[src/design/dtt_pkg.sv]
// Shared types and constants for the deadline timer table.
// Used by the controller, the datapath, the top level and the checker.
package dtt_pkg;

	localparam int TIME_W          = 32;
	localparam int DELAY_W         = 31;
	localparam int TID_W           = 16;
	localparam int KIND_W          = 3;
	localparam int REQ_W           = 2;
	localparam int MAX_FIRE        = 16;
	localparam int FIRE_CNT_W      = $clog2(MAX_FIRE + 1);
	localparam int DEF_TIMER_SLOTS = 16;
	localparam int DEF_ID_BITS     = 16;

	// Request codes carried by req_type.
	typedef enum logic [REQ_W-1:0] {
		REQ_TICK   = 2'd0,
		REQ_SET    = 2'd1,
		REQ_CANCEL = 2'd2,
		REQ_NOP    = 2'd3
	} req_t;

	// Result codes carried by event_kind.
	typedef enum logic [KIND_W-1:0] {
		EV_SET_OK    = 3'd0,
		EV_SET_FULL  = 3'd1,
		EV_CANCELLED = 3'd2,
		EV_NOT_FOUND = 3'd3,
		EV_FIRED     = 3'd4
	} event_t;

	// Commands from the controller to the datapath.
	typedef struct packed {
		logic load;
		logic scan_start;
		logic issue;
		logic commit_set;
		logic commit_cancel;
		logic take_fire;
		logic emit_pend;
		logic pend_last;
	} dtt_cmd_t;

	// Status from the datapath to the controller.
	typedef struct packed {
		req_t req;
		logic last_idx;
		logic out_free;
		logic hit_found;
		logic best_found;
		logic pend_valid;
		logic fire_last;
	} dtt_status_t;

endpackage

[src/design/dtt_ctrl.sv]
// Controller state machine for the deadline timer table.
// Depends on dtt_pkg for the command, status and request types.
module dtt_ctrl import dtt_pkg::*; (
	input  logic               clk,
	input  logic               arst_n,
	input  logic               in_valid,
	input  logic [REQ_W-1:0]   req_type,
	output logic               in_stall,
	input  dtt_status_t        status,
	output dtt_cmd_t           cmd
);

	typedef enum logic [4:0] {
		ST_IDLE   = 5'b00001,
		ST_SCAN   = 5'b00010,
		ST_DRAIN  = 5'b00100,
		ST_DECIDE = 5'b01000,
		ST_FLUSH  = 5'b10000
	} state_t;

	state_t state_q;
	state_t state_d;

	// Next state and commands.
	always_comb begin
		cmd      = '0;
		state_d  = state_q;
		in_stall = 1'b1;
		unique case (state_q)
			ST_IDLE: begin
				in_stall = 1'b0;
				if (in_valid) begin
					cmd.load       = 1'b1;
					cmd.scan_start = 1'b1;
					if (req_t'(req_type) != REQ_NOP) begin
						state_d = ST_SCAN;
					end
				end
			end
			ST_SCAN: begin
				cmd.issue = 1'b1;
				if (status.last_idx) begin
					state_d = ST_DRAIN;
				end
			end
			ST_DRAIN: begin
				state_d = ST_DECIDE;
			end
			ST_DECIDE: begin
				unique case (status.req)
					REQ_SET: begin
						if (status.out_free) begin
							cmd.commit_set = 1'b1;
							state_d        = ST_IDLE;
						end
					end
					REQ_CANCEL: begin
						if (status.out_free) begin
							cmd.commit_cancel = 1'b1;
							state_d           = ST_IDLE;
						end
					end
					REQ_TICK: begin
						// A held fired result goes out once the next pass shows
						// whether another timer follows it.
						if (!status.pend_valid || status.out_free) begin
							cmd.emit_pend = status.pend_valid;
							if (status.best_found) begin
								cmd.take_fire = 1'b1;
								if (status.fire_last) begin
									state_d = ST_FLUSH;
								end else begin
									cmd.scan_start = 1'b1;
									state_d        = ST_SCAN;
								end
							end else begin
								cmd.pend_last = 1'b1;
								state_d       = ST_IDLE;
							end
						end
					end
					default: begin
						state_d = ST_IDLE;
					end
				endcase
			end
			ST_FLUSH: begin
				if (status.out_free) begin
					cmd.emit_pend = 1'b1;
					cmd.pend_last = 1'b1;
					state_d       = ST_IDLE;
				end
			end
			default: begin
				state_d = ST_IDLE;
			end
		endcase
	end

	// State register.
	always_ff @(posedge clk or negedge arst_n) begin
		if (!arst_n) begin
			state_q <= ST_IDLE;
		end else begin
			state_q <= state_d;
		end
	end

endmodule

[src/design/dtt_datapath.sv]
// Datapath of the deadline timer table: slot memory, scan pipeline,
// search registers, counters and the output register. Depends on dtt_pkg.
module dtt_datapath import dtt_pkg::*; #(
	parameter int TIMER_SLOTS = DEF_TIMER_SLOTS,
	parameter int ID_BITS     = DEF_ID_BITS
) (
	input  logic               clk,
	input  logic               arst_n,
	input  logic [REQ_W-1:0]   req_type,
	input  logic [DELAY_W-1:0] delay_ms,
	input  logic [TID_W-1:0]   timer_id,
	input  dtt_cmd_t           cmd,
	output dtt_status_t        status,
	input  logic               out_stall,
	output logic               out_valid,
	output logic [KIND_W-1:0]  event_kind,
	output logic [TID_W-1:0]   timer_id_out,
	output logic               last
);

	localparam int IDX_W = (TIMER_SLOTS > 1) ? $clog2(TIMER_SLOTS) : 1;
	localparam int CMP_W = (ID_BITS > TID_W) ? ID_BITS : TID_W;

	// Latched transaction.
	req_t               req_q;
	logic [DELAY_W-1:0] delay_q;
	logic [TID_W-1:0]   want_q;

	// Timer state.
	logic [TIME_W-1:0]  now_q;
	logic [ID_BITS-1:0] next_id_q;
	logic               valid_q [TIMER_SLOTS];
	logic [TIME_W-1:0]  dl_mem [TIMER_SLOTS];
	logic [ID_BITS-1:0] id_mem [TIMER_SLOTS];

	// Scan pipeline.
	logic [IDX_W-1:0]   idx_q;
	logic               issue_s1;
	logic               rd_valid_s1;
	logic [TIME_W-1:0]  rd_dl_s1;
	logic [ID_BITS-1:0] rd_id_s1;
	logic [IDX_W-1:0]   rd_idx_s1;

	// Search results.
	logic               hit_found_q;
	logic [IDX_W-1:0]   hit_idx_q;
	logic               best_found_q;
	logic [TIME_W-1:0]  best_age_q;
	logic [ID_BITS-1:0] best_id_q;
	logic [IDX_W-1:0]   best_idx_q;

	// Fired result held until the next pass decides its last flag.
	logic                  pend_valid_q;
	logic [ID_BITS-1:0]    pend_id_q;
	logic [FIRE_CNT_W-1:0] fire_cnt_q;

	// Output register.
	logic             out_valid_q;
	event_t           out_kind_q;
	logic [TID_W-1:0] out_id_q;
	logic             out_last_q;

	logic              out_free;
	logic              emit_any;
	logic [TIME_W-1:0] diff_s1;
	logic [TIME_W-1:0] age_s1;
	logic              expired_s1;
	logic              better_s1;
	logic              cand_fire;
	logic              free_hit;
	logic              cancel_hit;

	// Latch the request fields when a transaction is accepted.
	always_ff @(posedge clk) begin
		if (cmd.load) begin
			req_q   <= req_t'(req_type);
			delay_q <= delay_ms;
			want_q  <= timer_id;
		end
	end

	// Millisecond counter and id counter.
	always_ff @(posedge clk or negedge arst_n) begin
		if (!arst_n) begin
			now_q     <= '0;
			next_id_q <= '0;
		end else begin
			if (cmd.load && req_t'(req_type) == REQ_TICK) begin
				now_q <= now_q + 1'b1;
			end
			if (cmd.commit_set && hit_found_q) begin
				next_id_q <= next_id_q + 1'b1;
			end
		end
	end

	// Slot valid bits.
	always_ff @(posedge clk or negedge arst_n) begin
		if (!arst_n) begin
			valid_q <= '{default: 1'b0};
		end else begin
			if (cmd.commit_set && hit_found_q) begin
				valid_q[hit_idx_q] <= 1'b1;
			end
			if (cmd.commit_cancel && hit_found_q) begin
				valid_q[hit_idx_q] <= 1'b0;
			end
			if (cmd.take_fire) begin
				valid_q[best_idx_q] <= 1'b0;
			end
		end
	end

	// Slot memory: one write port, one registered read port for the scan.
	always_ff @(posedge clk) begin
		if (cmd.commit_set && hit_found_q) begin
			dl_mem[hit_idx_q] <= now_q + TIME_W'(delay_q);
			id_mem[hit_idx_q] <= next_id_q;
		end
		if (cmd.issue) begin
			rd_dl_s1    <= dl_mem[idx_q];
			rd_id_s1    <= id_mem[idx_q];
			rd_valid_s1 <= valid_q[idx_q];
			rd_idx_s1   <= idx_q;
		end
	end

	// Scan index and stage flag.
	always_ff @(posedge clk or negedge arst_n) begin
		if (!arst_n) begin
			idx_q    <= '0;
			issue_s1 <= 1'b0;
		end else begin
			issue_s1 <= cmd.issue;
			if (cmd.scan_start) begin
				idx_q <= '0;
			end else if (cmd.issue) begin
				idx_q <= idx_q + 1'b1;
			end
		end
	end

	// Evaluate the slot read in the previous cycle.
	always_comb begin
		diff_s1    = rd_dl_s1 - now_q;
		age_s1     = now_q - rd_dl_s1;
		expired_s1 = (diff_s1 == '0) || diff_s1[TIME_W-1];
		better_s1  = !best_found_q || (age_s1 > best_age_q) ||
			((age_s1 == best_age_q) && (rd_id_s1 < best_id_q));
		cand_fire  = issue_s1 && (req_q == REQ_TICK) && rd_valid_s1 && expired_s1;
		free_hit   = issue_s1 && (req_q == REQ_SET) && !rd_valid_s1 && !hit_found_q;
		cancel_hit = issue_s1 && (req_q == REQ_CANCEL) && rd_valid_s1 && !hit_found_q &&
			(CMP_W'(rd_id_s1) == CMP_W'(want_q));
	end

	// Search flags.
	always_ff @(posedge clk or negedge arst_n) begin
		if (!arst_n) begin
			hit_found_q  <= 1'b0;
			best_found_q <= 1'b0;
		end else if (cmd.scan_start) begin
			hit_found_q  <= 1'b0;
			best_found_q <= 1'b0;
		end else begin
			if (free_hit || cancel_hit) begin
				hit_found_q <= 1'b1;
			end
			if (cand_fire && better_s1) begin
				best_found_q <= 1'b1;
			end
		end
	end

	// Search payload: first free or matching slot, oldest expired slot.
	always_ff @(posedge clk) begin
		if (free_hit || cancel_hit) begin
			hit_idx_q <= rd_idx_s1;
		end
		if (cand_fire && better_s1) begin
			best_age_q <= age_s1;
			best_id_q  <= rd_id_s1;
			best_idx_q <= rd_idx_s1;
		end
		if (cmd.take_fire) begin
			pend_id_q <= best_id_q;
		end
	end

	// Pending fired result and fire count for the current tick.
	always_ff @(posedge clk or negedge arst_n) begin
		if (!arst_n) begin
			pend_valid_q <= 1'b0;
			fire_cnt_q   <= '0;
		end else if (cmd.load) begin
			pend_valid_q <= 1'b0;
			fire_cnt_q   <= '0;
		end else begin
			if (cmd.take_fire) begin
				pend_valid_q <= 1'b1;
				fire_cnt_q   <= fire_cnt_q + 1'b1;
			end else if (cmd.emit_pend) begin
				pend_valid_q <= 1'b0;
			end
		end
	end

	// Output register: free when empty or taken in this cycle.
	assign out_free = !out_valid_q || !out_stall;
	assign emit_any = cmd.commit_set || cmd.commit_cancel || cmd.emit_pend;

	always_ff @(posedge clk or negedge arst_n) begin
		if (!arst_n) begin
			out_valid_q <= 1'b0;
		end else if (emit_any) begin
			out_valid_q <= 1'b1;
		end else if (!out_stall) begin
			out_valid_q <= 1'b0;
		end
	end

	always_ff @(posedge clk) begin
		if (cmd.commit_set) begin
			out_kind_q <= hit_found_q ? EV_SET_OK : EV_SET_FULL;
			out_id_q   <= hit_found_q ? TID_W'(next_id_q) : '0;
			out_last_q <= 1'b1;
		end else if (cmd.commit_cancel) begin
			out_kind_q <= hit_found_q ? EV_CANCELLED : EV_NOT_FOUND;
			out_id_q   <= want_q;
			out_last_q <= 1'b1;
		end else if (cmd.emit_pend) begin
			out_kind_q <= EV_FIRED;
			out_id_q   <= TID_W'(pend_id_q);
			out_last_q <= cmd.pend_last;
		end
	end

	assign out_valid    = out_valid_q;
	assign event_kind   = out_kind_q;
	assign timer_id_out = out_id_q;
	assign last         = out_last_q;

	// Status to the controller.
	always_comb begin
		status.req        = req_q;
		status.last_idx   = (idx_q == IDX_W'(TIMER_SLOTS - 1));
		status.out_free   = out_free;
		status.hit_found  = hit_found_q;
		status.best_found = best_found_q;
		status.pend_valid = pend_valid_q;
		status.fire_last  = (fire_cnt_q == FIRE_CNT_W'(MAX_FIRE - 1));
	end

endmodule

[src/design/deadline_timer_table.sv]
// Sequencing: a set or cancel loads its result after one scan pass over all slots; a tick that
// fires k timers ends after (k + 1) passes, or 16 passes and the flush state when k is sixteen.
// Throughput: one transaction at a time; a pass reads one slot per cycle through the single
// read port, and a stalled output register holds the decision.
// Reset: arst_n clears the valid bits, time and id counters, controller and output valid;
// deadlines and ids in the slot memory are not cleared and are read only from valid slots.
module deadline_timer_table import dtt_pkg::*; #(
	parameter int TIMER_SLOTS = DEF_TIMER_SLOTS,
	parameter int ID_BITS     = DEF_ID_BITS
) (
	input  logic               clk,
	input  logic               arst_n,
	input  logic               in_valid,
	output logic               in_stall,
	input  logic [REQ_W-1:0]   req_type,
	input  logic [DELAY_W-1:0] delay_ms,
	input  logic [TID_W-1:0]   timer_id,
	output logic               out_valid,
	input  logic               out_stall,
	output logic [KIND_W-1:0]  event_kind,
	output logic [TID_W-1:0]   timer_id_out,
	output logic               last
);

	dtt_cmd_t    cmd;
	dtt_status_t status;

	// Sequencing of scans, decisions and result hand-off.
	dtt_ctrl u_ctrl (
		.clk      (clk),
		.arst_n   (arst_n),
		.in_valid (in_valid),
		.req_type (req_type),
		.in_stall (in_stall),
		.status   (status),
		.cmd      (cmd)
	);

	// Slot table, counters and output register.
	dtt_datapath #(
		.TIMER_SLOTS (TIMER_SLOTS),
		.ID_BITS     (ID_BITS)
	) u_datapath (
		.clk          (clk),
		.arst_n       (arst_n),
		.req_type     (req_type),
		.delay_ms     (delay_ms),
		.timer_id     (timer_id),
		.cmd          (cmd),
		.status       (status),
		.out_stall    (out_stall),
		.out_valid    (out_valid),
		.event_kind   (event_kind),
		.timer_id_out (timer_id_out),
		.last         (last)
	);

endmodule

[config.mk]
export PLATFORM = sky130hd
export DESIGN_NAME = deadline_timer_table
export DESIGN_NICKNAME = d
export VERILOG_FILES = /design/src/design/dtt_pkg.sv /design/src/design/dtt_ctrl.sv /design/src/design/dtt_datapath.sv /design/src/design/deadline_timer_table.sv
export SDC_FILE = /design/constraint.sdc
export NUM_CORES = 1
export LEC_CHECK = 0
export BUFFER_PORTS_ARGS = -buffer_cell sky130_fd_sc_hd__buf_2
export CORE_UTILIZATION = 45
export DETAILED_ROUTE_END_ITERATION = 8
export HOLD_SLACK_MARGIN = 0.1
export PLACE_DENSITY_LB_ADDON = 0.15
export SYNTH_ARGS = -nofsm -noshare
export SYNTH_HDL_FRONTEND = slang
export SYNTH_SLANG_ARGS = --single-unit
export TNS_END_PERCENT = 10
[constraint.sdc]
create_clock -name clk -period 16.9 [get_ports clk]
set_input_delay 0 -clock clk [delete_from_list [all_inputs] [get_ports clk]]
set_output_delay 0 -clock clk [all_outputs]
set_load 0.05 [all_outputs]
==> results of run 1 <==
==> placed cells by master (no fill, tap or decap), drive strengths merged, types with 6 or more instances in the layout <==
cell type	count
o21bai	11
dfrtp	82
edfxtp	961
o211ai	7
and3	20
clkinv	39
a211o	6
or3	6
bufinv	8
o21ai	61
a211oi	14
nor3	32
buf	115
o22ai	9
o21a	16
a21oi	106
or2	6
nand4	37
nor2b	27
xnor2	93
a222oi	16
ha	149
nand3	50
nand2b	21
dlygate4sd3	100
a21o	55
a31oi	6
nand2	99
nand3b	9
a221oi	6
nor2	124
inv	160
o2111ai	7
clkbuf	145
xor2	43
and2	12
mux4	245
nor4	15
==> worst register-to-register path, cell delays in order, from the launching register on <==
cell	delay, ns
dfrtp_1	0.46
inv_1	0.13
ha_1	0.18
inv_1	0.06
fa_1	0.40
a21oi_1	0.26
o211ai_1	0.20
a221oi_2	0.44
o221ai_1	0.25
o41a_1	0.42
a211o_1	0.29
a21oi_1	0.28
o21bai_1	0.10
a21o_1	0.20
a311oi_1	0.34
xnor2_1	0.17
ha_1	0.31
nand4_1	0.10
nor4_1	0.37
a21oi_1	0.10
o311ai_0	0.12
o211ai_1	0.20
a211oi_4	0.25
buf_4	0.43
==> registers in the layout (all words and copies together), names as in the netlist, 31 cells and up <==
name,flops
u_datapath.dl_mem,512
u_datapath.id_mem,256
u_datapath.best_age_q,32
u_datapath.now_q,32
u_datapath.rd_dl_s1,32
u_datapath.delay_q,31
==> where the power goes <==
part / switching, mW / internal [mW]
logic: 0.802 / 0.536
clock network: 1.01 / 1.37
registers: 0.106 / 3.10
==> stage by stage <==
step                cells   util  power [mW]  hold WS (ns)
floorplan            2671      -        4.16        -0.296
global placement     3983  0.474        4.55         0.110
detailed placement   3983  0.474        4.59         0.120
CTS                  4284  0.520        6.98         0.129
global route         4285  0.520        7.20         0.163
finish               4286  0.520        6.92         0.179
==> routing by layer <==
| layer | vias to the layer above | GRT usage | routed length (microns) |
|---|---|---|---|
| met2 | 748 | 0.377 | 56700 |
| met1 | 13200 | 0.322 | 50900 |
| met5 | - | 0 | 0 |
| met4 | 0 | 0.0620 | 2470 |
| li1 | 11000 | - | - |
| met3 | 138 | 0.0294 | 5780 |
==> timing repair <==
action                     4_1_cts  5_1_grt
hold buffers                   101        0
setup endpoints to repair        0        0
hold endpoints to repair       129        0
==> kinds of logic (layout without fill, tap and decap cells) <==
kind of cell | Yosys count | count (layout)
AOI/OAI and AO/OA | 360 | 360
xor gates and xnor gates | 136 | 136
muxes | 250 | 250
buffers and inverters | 255 | 571
DFF | 1045 | 1045
adders and majority gates | 151 | 151
other | 0 | 1
and+or+nand+nor | 474 | 474
==> how the worst max path moves through the flow <==
stage                                   start                        to  cells after the start
after detailed placement  u_datapath.now_q[4]  u_datapath.best_age_q[1]                     21
final                     u_datapath.now_q[0]  u_datapath.best_age_q[2]                     23
after CTS                 u_datapath.now_q[4]  u_datapath.best_age_q[2]                     21
after global placement    u_datapath.now_q[4]  u_datapath.best_age_q[2]                     21
after floorplan           u_datapath.now_q[0]  u_datapath.best_age_q[0]                     22
after global routing      u_datapath.now_q[4]  u_datapath.best_age_q[2]                     21
==> layout make-up <==
cell class	count	area, sq um
tap	1298	1620
timing repair buffer	215	1710
multi-input combinational	1371	13600
inverter	156	586
clock inverter	55	556
antenna	1	2.50
fill	8030	48100
sequential	1045	31000
clock buffer	145	3000
==> impl_metrics.tcl, run 1 <==
set metrics [dict create \
    synth_top_family_by_area "multiplexers" \
    path_class "register to register" \
    path_cells "inv_1, ha_1, inv_1, fa_1, a21oi_1, o211ai_1, a221oi_2, o221ai_1, o41a_1, a211o_1, a21oi_1, o21bai_1, a21o_1, a311oi_1, xnor2_1, ha_1, nand4_1, nor4_1, a21oi_1, o311ai_0, o211ai_1, a211oi_4, buf_4" \
    synthMuxAreaShare 0.122 \
    synth_compound_area_frac 0.0534 \
    synth_xor_area_frac 0.0262 \
    rrSetupSlack_ns 10.47 \
    grt_pass1_wl_mm 171 \
    finalClockSkew_ns 0.0331 \
    post_synth_fa_ha_maj_area_fraction 0.0419 \
    die_area_sq_mm 0.102 \
    crit_required_ns 17.24 \
    ctsResizeCount 0 \
    cts_tree "done" \
    core_area_sq_mm 0.100 \
    drive_above_1_share 0.187 \
    area_growth_pct 14.5 \
    setup_viol 0 \
    yosys.area_share.simple 0.0524 \
    crit_path_start_kind "register" \
    place_congestion 0.896 \
    antenna_found_initial 0 \
    timing.critical_path.buf_inv 3 \
    grt_max_degree 154 \
    placed_area_sq_mm 0.0475 \
    synthTopCellsByArea "edfxtp_1 63%, mux4_2 12%, dfrtp_1 4.5%" \
    power_density_mw_per_mm2 133 \
    finalInstanceArea_sq_mm 0.0521 \
    ys_seq_area_frac 0.681 \
    syn_nets 2875 \
    post-route-drc-count 0 \
    synthesis.area_sq_mm 0.0455 \
    dp_hpwl_mm 70.2 \
    worstRegToRegCells 23 \
    synth_top_area_frac 0.635 \
    clockBufferDepth 3 \
    synth_ff_type "edfxtp_1" \
    synth.most_common_cell "edfxtp_1" \
    clock-root-buffer "clkbuf_16" \
    critPathCaptureType "register" \
    min_period_ns 6.43 \
    h-tree-depth 3 \
    grt_pass1_vias 25600 \
    min_period_over_period 0.380 \
    fmax_ghz 0.156 \
    die_y_microns 320 \
    synth_commonest_cells "961 x edfxtp_1, 245 x mux4_2, 156 x inv_1" \
    hp-class "input port to register" \
    cp_max_fo 32 \
    arrival_ns 6.76 \
    yosysUniqueCellTypes 85 \
    dp_slack_ns 10.38 \
    firstDrtPassIters 6 \
    clkSinkCount 1045 \
    reg2reg_to "u_datapath.best_age_q[2]" \
    crit_slowest_cell "dfrtp_1" \
    synth_seq_cells 1045 \
    finalHoldViolations 0 \
    wirelength_mm 116 \
    worstMarginPinSlew_ns 1.31 \
    antenna_left 0 \
    leakage_nw 17.2 \
    crit_path_frequent_cell "a21oi_1" \
    crit_family "compound AO/OA/AOI/OAI gates" \
    min_to "u_datapath.req_q[0]" \
    cpPeakStageDelay_ns 0.46 \
    drtIter0Drc 2388 \
    ys_warn_count 0 \
    status "complete, no violations" \
    synth_edf_count 961 \
    syn_inst 2671 \
    io_buffer_count 74 \
    reg2reg_from "u_datapath.now_q[0]" \
    io-pin-count 75 \
    vias 25100 \
    clk_pin_slew_ns 0.06 \
    maxCapViolCount 0 \
    cts_buffers 107 \
    holdPathStages 2 \
    synthArstFlopShare 0.0794 \
    routedWlPerCell_microns 27.0 \
    overflow 0 \
    drv_slew 0 \
    die_x_microns 320 \
    syn_area_per_cell_sq_um 17.0 \
    rsz0062_at_grt "false" \
    viasPerCell 5.85 \
    num_rows 116 \
    post-cts-setup-buffer-count 0 \
    ir_drop_mv 0.114 \
    layout.nets 3100 \
    synth_top_area_cell "edfxtp_1" \
    grt.total_usage 0.229 \
    setup_tns_ns 0 \
    timing.final.ws_setup_ns 10.47 \
    start_util 0.454 \
    worstSkewPairLatency_ns 0.72 \
    relSlewSlack 0.126 \
    hp-start "req_type[0]" \
]
Power figures use the tool's default switching activity.
==> run 2, diff against run 1 <==
Clock period 16.9 ns to 6.6 ns, I/O delays scaled along.
==> impl_metrics.tcl, run 2 (synthesis results as in run 1) <==
set metrics [dict create \
    path_class "register to register" \
    crit_path_start_kind "register" \
    start_util 0.454 \
    routedWlPerCell_microns 26.5 \
    io_buffer_count 74 \
    grt_pass1_wl_mm 169 \
    clk_pin_slew_ns 0.06 \
    antennaDiodeCount 0 \
    die_area_sq_mm 0.102 \
    rsz0062_at_grt "false" \
    overflow 0 \
    finalInstanceArea_sq_mm 0.0523 \
    top_register "u_datapath.dl_mem" \
    stdcell_count 4293 \
    dp_cells 3985 \
    drive_above_1_share 0.192 \
    wirelength_mm 114 \
    drv_slew 0 \
    clkSinkCount 1045 \
    drtIter0Drc 2334 \
    worstMarginPinSlew_ns 1.31 \
    num_rows 116 \
    grt_max_degree 120 \
    viasPerCell 5.83 \
    crit_path_start "u_datapath.now_q[0]" \
    maxCapViolCount 0 \
    dp_hpwl_mm 68.1 \
    cts_buffers 109 \
    critPathCaptureType "register" \
    antenna_found_initial 2 \
    core_area_sq_mm 0.100 \
    area_growth_pct 15.1 \
    min_period_over_period 0.919 \
    arrival_ns 6.40 \
    firstDrtPassIters 6 \
    cp_max_fo 52 \
    crit_required_ns 6.93 \
    mostFrequentLayoutCells "961 x edfxtp_1, 245 x mux4_2, 154 x inv_1, 149 x ha_1, 113 x clkbuf_16" \
    grt.total_usage 0.225 \
    layout_commonest_cell "edfxtp_1" \
    power_density_mw_per_mm2 341 \
    power_mw 17.8 \
    fmax_ghz 0.165 \
    biggestRegsByFlops "u_datapath.dl_mem x512, u_datapath.id_mem x256" \
    finalClockSkew_ns 0.0472 \
    finalHoldViolations 0 \
    ir_drop_mv 0.286 \
    grt_pass1_vias 25700 \
    setup_viol 0 \
    hp-class "input port to register" \
    post-route-drc-count 0 \
    hp-start "req_type[1]" \
    relSlewSlack 0.122 \
    placed_area_sq_mm 0.0476 \
    cts_tree "done" \
    clock-root-buffer "clkbuf_16" \
    setup_tns_ns 0 \
    min_period_ns 6.07 \
    reg2reg_from "u_datapath.now_q[0]" \
    place_congestion 0.854 \
    die_x_microns 320 \
    h-tree-depth 3 \
    leakage_nw 17.3 \
    die_y_microns 320 \
    clockBufferDepth 3 \
    largest_register_ffs 512 \
    worstSkewPairLatency_ns 0.71 \
    vias 25000 \
    io-pin-count 75 \
    status "complete, no violations" \
    antenna_left 0 \
    layout.nets 3106 \
]
==> run 2: changes by cell type in the layout (fill, tap and decap cells not counted), moves of 2 or more <==
cell / change
buf_12: +12
buf_4: -9
clkinv_2: +6
clkbuf_1: -5
clkbuf_16: +2
clkbuf_8: +2
inv_16: -2
==> run 2: layer usage <==
metal,vias up,wire length (microns),global-route usage,share of wire
met5,-,0,0,0
met4,0,2490,0.0619,0.022
met3,156,6210,0.0268,0.054
met2,734,54800,0.366,0.48
met1,13100,50500,0.321,0.44
li1,11000,-,-,-
==> run 2: where the power goes <==
group | internal, mW | switching (mW)
Sequential | 7.93 | 0.237
Combinational | 1.38 | 2.11
Clock | 3.58 | 2.58
==> run 2: final timing paths <==
kind / cells past startpoint / to / slack [ns]
min in group asynchronous: 4 / u_datapath.pend_valid_q / 0.35
max in group asynchronous: 4 / u_datapath.now_q[8] / 5.36
min reg2reg: 0 / u_datapath.hit_idx_q[0] / 0.45
max: 24 / u_datapath.best_age_q[3] / 0.53
max reg2reg: 24 / u_datapath.best_age_q[3] / 0.53
min: 2 / u_datapath.req_q[1] / 0.23
==> run 2: per-stage QoR <==
| step | worst slack [ns] | util | hold slack [ns] |
|---|---|---|---|
| 2_1_floorplan | 0.200 | - | -0.296 |
| 3_3_place_gp | 0.436 | 0.476 | -0.0272 |
| 3_5_place_dp | 0.389 | 0.476 | -0.0220 |
| 4_1_cts | 0.368 | 0.522 | 0.183 |
| 5_1_grt | 0.0752 | 0.522 | 0.224 |
| 6_report | 0.535 | 0.522 | 0.226 |
==> run 2: layout make-up <==
class	instances	area [sq um]
inverter	156	586
fill	8057	47800
multi-input combinational	1371	13600
clock buffer	143	3030
clock inverter	61	588
sequential	1045	31000
timing repair buffer	219	1890
tap	1298	1620
==> run 2: timing repair <==
item / 4_1_cts / 5_1_grt
endpoints found under the setup margin: 0 / 52
buffers inserted: 0 / 2
hold endpoints to repair: 149 / 0
resized for setup: 0 / 1
hold buffers: 102 / 0
==> run 2: critical path, stage by stage, from the launching register on <==
cell       delay [ns]
dfrtp_1          0.38
inv_1            0.09
ha_1             0.17
inv_1            0.06
fa_1             0.40
a21oi_1          0.26
o211ai_1         0.21
a221oi_2         0.27
buf_4            0.17
o221ai_1         0.17
o41a_1           0.39
a211o_1          0.28
a21oi_1          0.25
o21bai_1         0.10
a21o_1           0.21
a311oi_1         0.31
xnor2_1          0.13
ha_1             0.31
nand4_1          0.10
nor4_1           0.39
a21oi_1          0.10
o311ai_0         0.13
o211ai_1         0.21
a211oi_4         0.27
clkbuf_16        0.35
==> run 3, diff against run 2 <==
Settings changed: BUFFER_PORTS_ARGS -buffer_cell sky130_fd_sc_hd__buf_2 to unset, DONT_BUFFER_PORTS set to 1.
==> impl_metrics.tcl, run 3 (synthesis results as in run 1) <==
set metrics [dict create \
    num_rows 116 \
    cts_buffers 109 \
    nFillCells 8057 \
    worstMarginPinSlew_ns 1.32 \
    layout.nets 3042 \
    antenna_left 0 \
    regArea_sq_mm 0.0310 \
    start_util 0.454 \
    routedWlPerCell_microns 27.5 \
    timing.final.ws_setup_ns 0.475 \
    status "complete, no violations" \
    cpPeakStageDelay_ns 0.41 \
    die_area_sq_mm 0.102 \
    dp_hpwl_mm 70.5 \
    clkSinkCount 1045 \
    die_y_microns 320 \
    die_x_microns 320 \
    rsz0062_at_grt "false" \
    worstSkewPairLatency_ns 0.72 \
    drive_above_1_share 0.177 \
    largest_register_ffs 512 \
    biggestRegsByFlops "u_datapath.dl_mem x512, u_datapath.id_mem x256" \
    area_growth_pct 14.5 \
    crit_slowest_cell "o41a_1" \
    min_period_ns 6.13 \
    min_period_over_period 0.928 \
    critPathCaptureType "register" \
    vias 24900 \
    finalClockSkew_ns 0.0553 \
    grt_pass1_vias 25200 \
    dp_slack_ns 0.286 \
    hp-class "input port to register" \
    mostFrequentLayoutCells "961 x edfxtp_1, 245 x mux4_2, 154 x inv_1, 149 x ha_1, 111 x clkbuf_16" \
    drtIter0Drc 2485 \
    antenna_found_initial 4 \
    placed_area_sq_mm 0.0473 \
    clk_pin_slew_ns 0.06 \
    setup_tns_ns 0 \
    h-tree-depth 3 \
    post-route-drc-count 0 \
    arrival_ns 6.49 \
    power_mw 18.0 \
    power_density_mw_per_mm2 345 \
    io-pin-count 75 \
    finalHoldViolations 0 \
    fmax_ghz 0.163 \
    leakage_nw 17.1 \
    crit_path_start_kind "register" \
    place_congestion 0.873 \
    wirelength_mm 116 \
    grt_max_degree 113 \
    cts_tree "done" \
    crit_path_frequent_cell "a21oi_1" \
    clock-root-buffer "clkbuf_16" \
    whs_ns 0.165 \
    clockBufferDepth 3 \
    setup_viol 0 \
    crit_required_ns 6.96 \
    cp_max_fo 32 \
    maxCapViolCount 0 \
    layout_commonest_cell "edfxtp_1" \
    relSlewSlack 0.118 \
    top_register "u_datapath.dl_mem" \
    viasPerCell 5.88 \
    finalInstanceArea_sq_mm 0.0521 \
    antennaDiodeCount 0 \
    grt.total_usage 0.230 \
    ir_drop_mv 0.252 \
    core_area_sq_mm 0.100 \
    grt_pass1_wl_mm 172 \
    io_buffer_count 0 \
    path_class "register to register" \
    overflow 0 \
    multiInputGateArea_sq_mm 0.0136 \
    path_cells "inv_1, ha_1, inv_1, fa_1, a21oi_1, o211ai_1, a221oi_2, o221ai_1, o41a_1, a211o_1, a21oi_1, o21bai_1, a21o_1, a311oi_1, xnor2_1, ha_1, nand4_1, nor4_1, a21oi_1, o311ai_0, o211ai_1, a211oi_4, buf_12" \
    crit_family "compound AO/OA/AOI/OAI gates" \
    timing.critical_path.buf_inv 3 \
    drv_slew 0 \
    firstDrtPassIters 7 \
]
==> run 3: area by class of cell <==
type,count,share of cell area
Sequential cell,1045,0.595
Multi-Input combinational cell,1371,0.262
Clock buffer,137,0.0566
Tap cell,1298,0.0312
Timing Repair Buffer,155,0.0301
Clock inverter,67,0.0142
Inverter,156,0.0112
==> run 3: per-stage QoR <==
step	utilization	std cells
3_5_place_dp	0.472	3921
4_1_cts	0.520	4228
6_report	0.520	4229
5_1_grt	0.520	4229
2_1_floorplan	-	2671
3_3_place_gp	0.472	3921
==> run 3: worst paths after layout <==
kind,to,depth (start not counted),startpoint,slack (ns)
max,u_datapath.best_age_q[22],23,u_datapath.now_q[0],0.47
min reg2reg,u_datapath.hit_idx_q[1],0,u_datapath.rd_idx_s1[1],0.45
max reg2reg,u_datapath.best_age_q[22],23,u_datapath.now_q[0],0.47
min,u_datapath.req_q[0],1,req_type[0],0.17
max in group asynchronous,u_datapath.now_q[19],4,arst_n,5.53
min in group asynchronous,u_ctrl.state_q[0],3,arst_n,0.53
==> run 3: what timing repair did <==
item                                    4_1_cts  5_1_grt
gates resized for setup                       0        1
endpoints found under the setup margin        0       34
endpoints found under the hold margin       164        0
hold buffers                                103        0
setup buffers                                 0        0
==> run 3: per-layer routing <==
layer,GRT usage,vias to the layer above,share of wire
li1,-,10900,-
met4,0.0505,0,0.016
met1,0.352,13100,0.47
met5,0,-,0
met3,0.0294,128,0.056
met2,0.353,737,0.46
==> run 3: where the power goes <==
group	switching (mW)	total [mW]	internal, mW	leakage, nW
combinational	2.16	3.55	1.39	6.05
clock	2.65	6.26	3.62	1.79
sequential	0.223	8.15	7.93	9.21
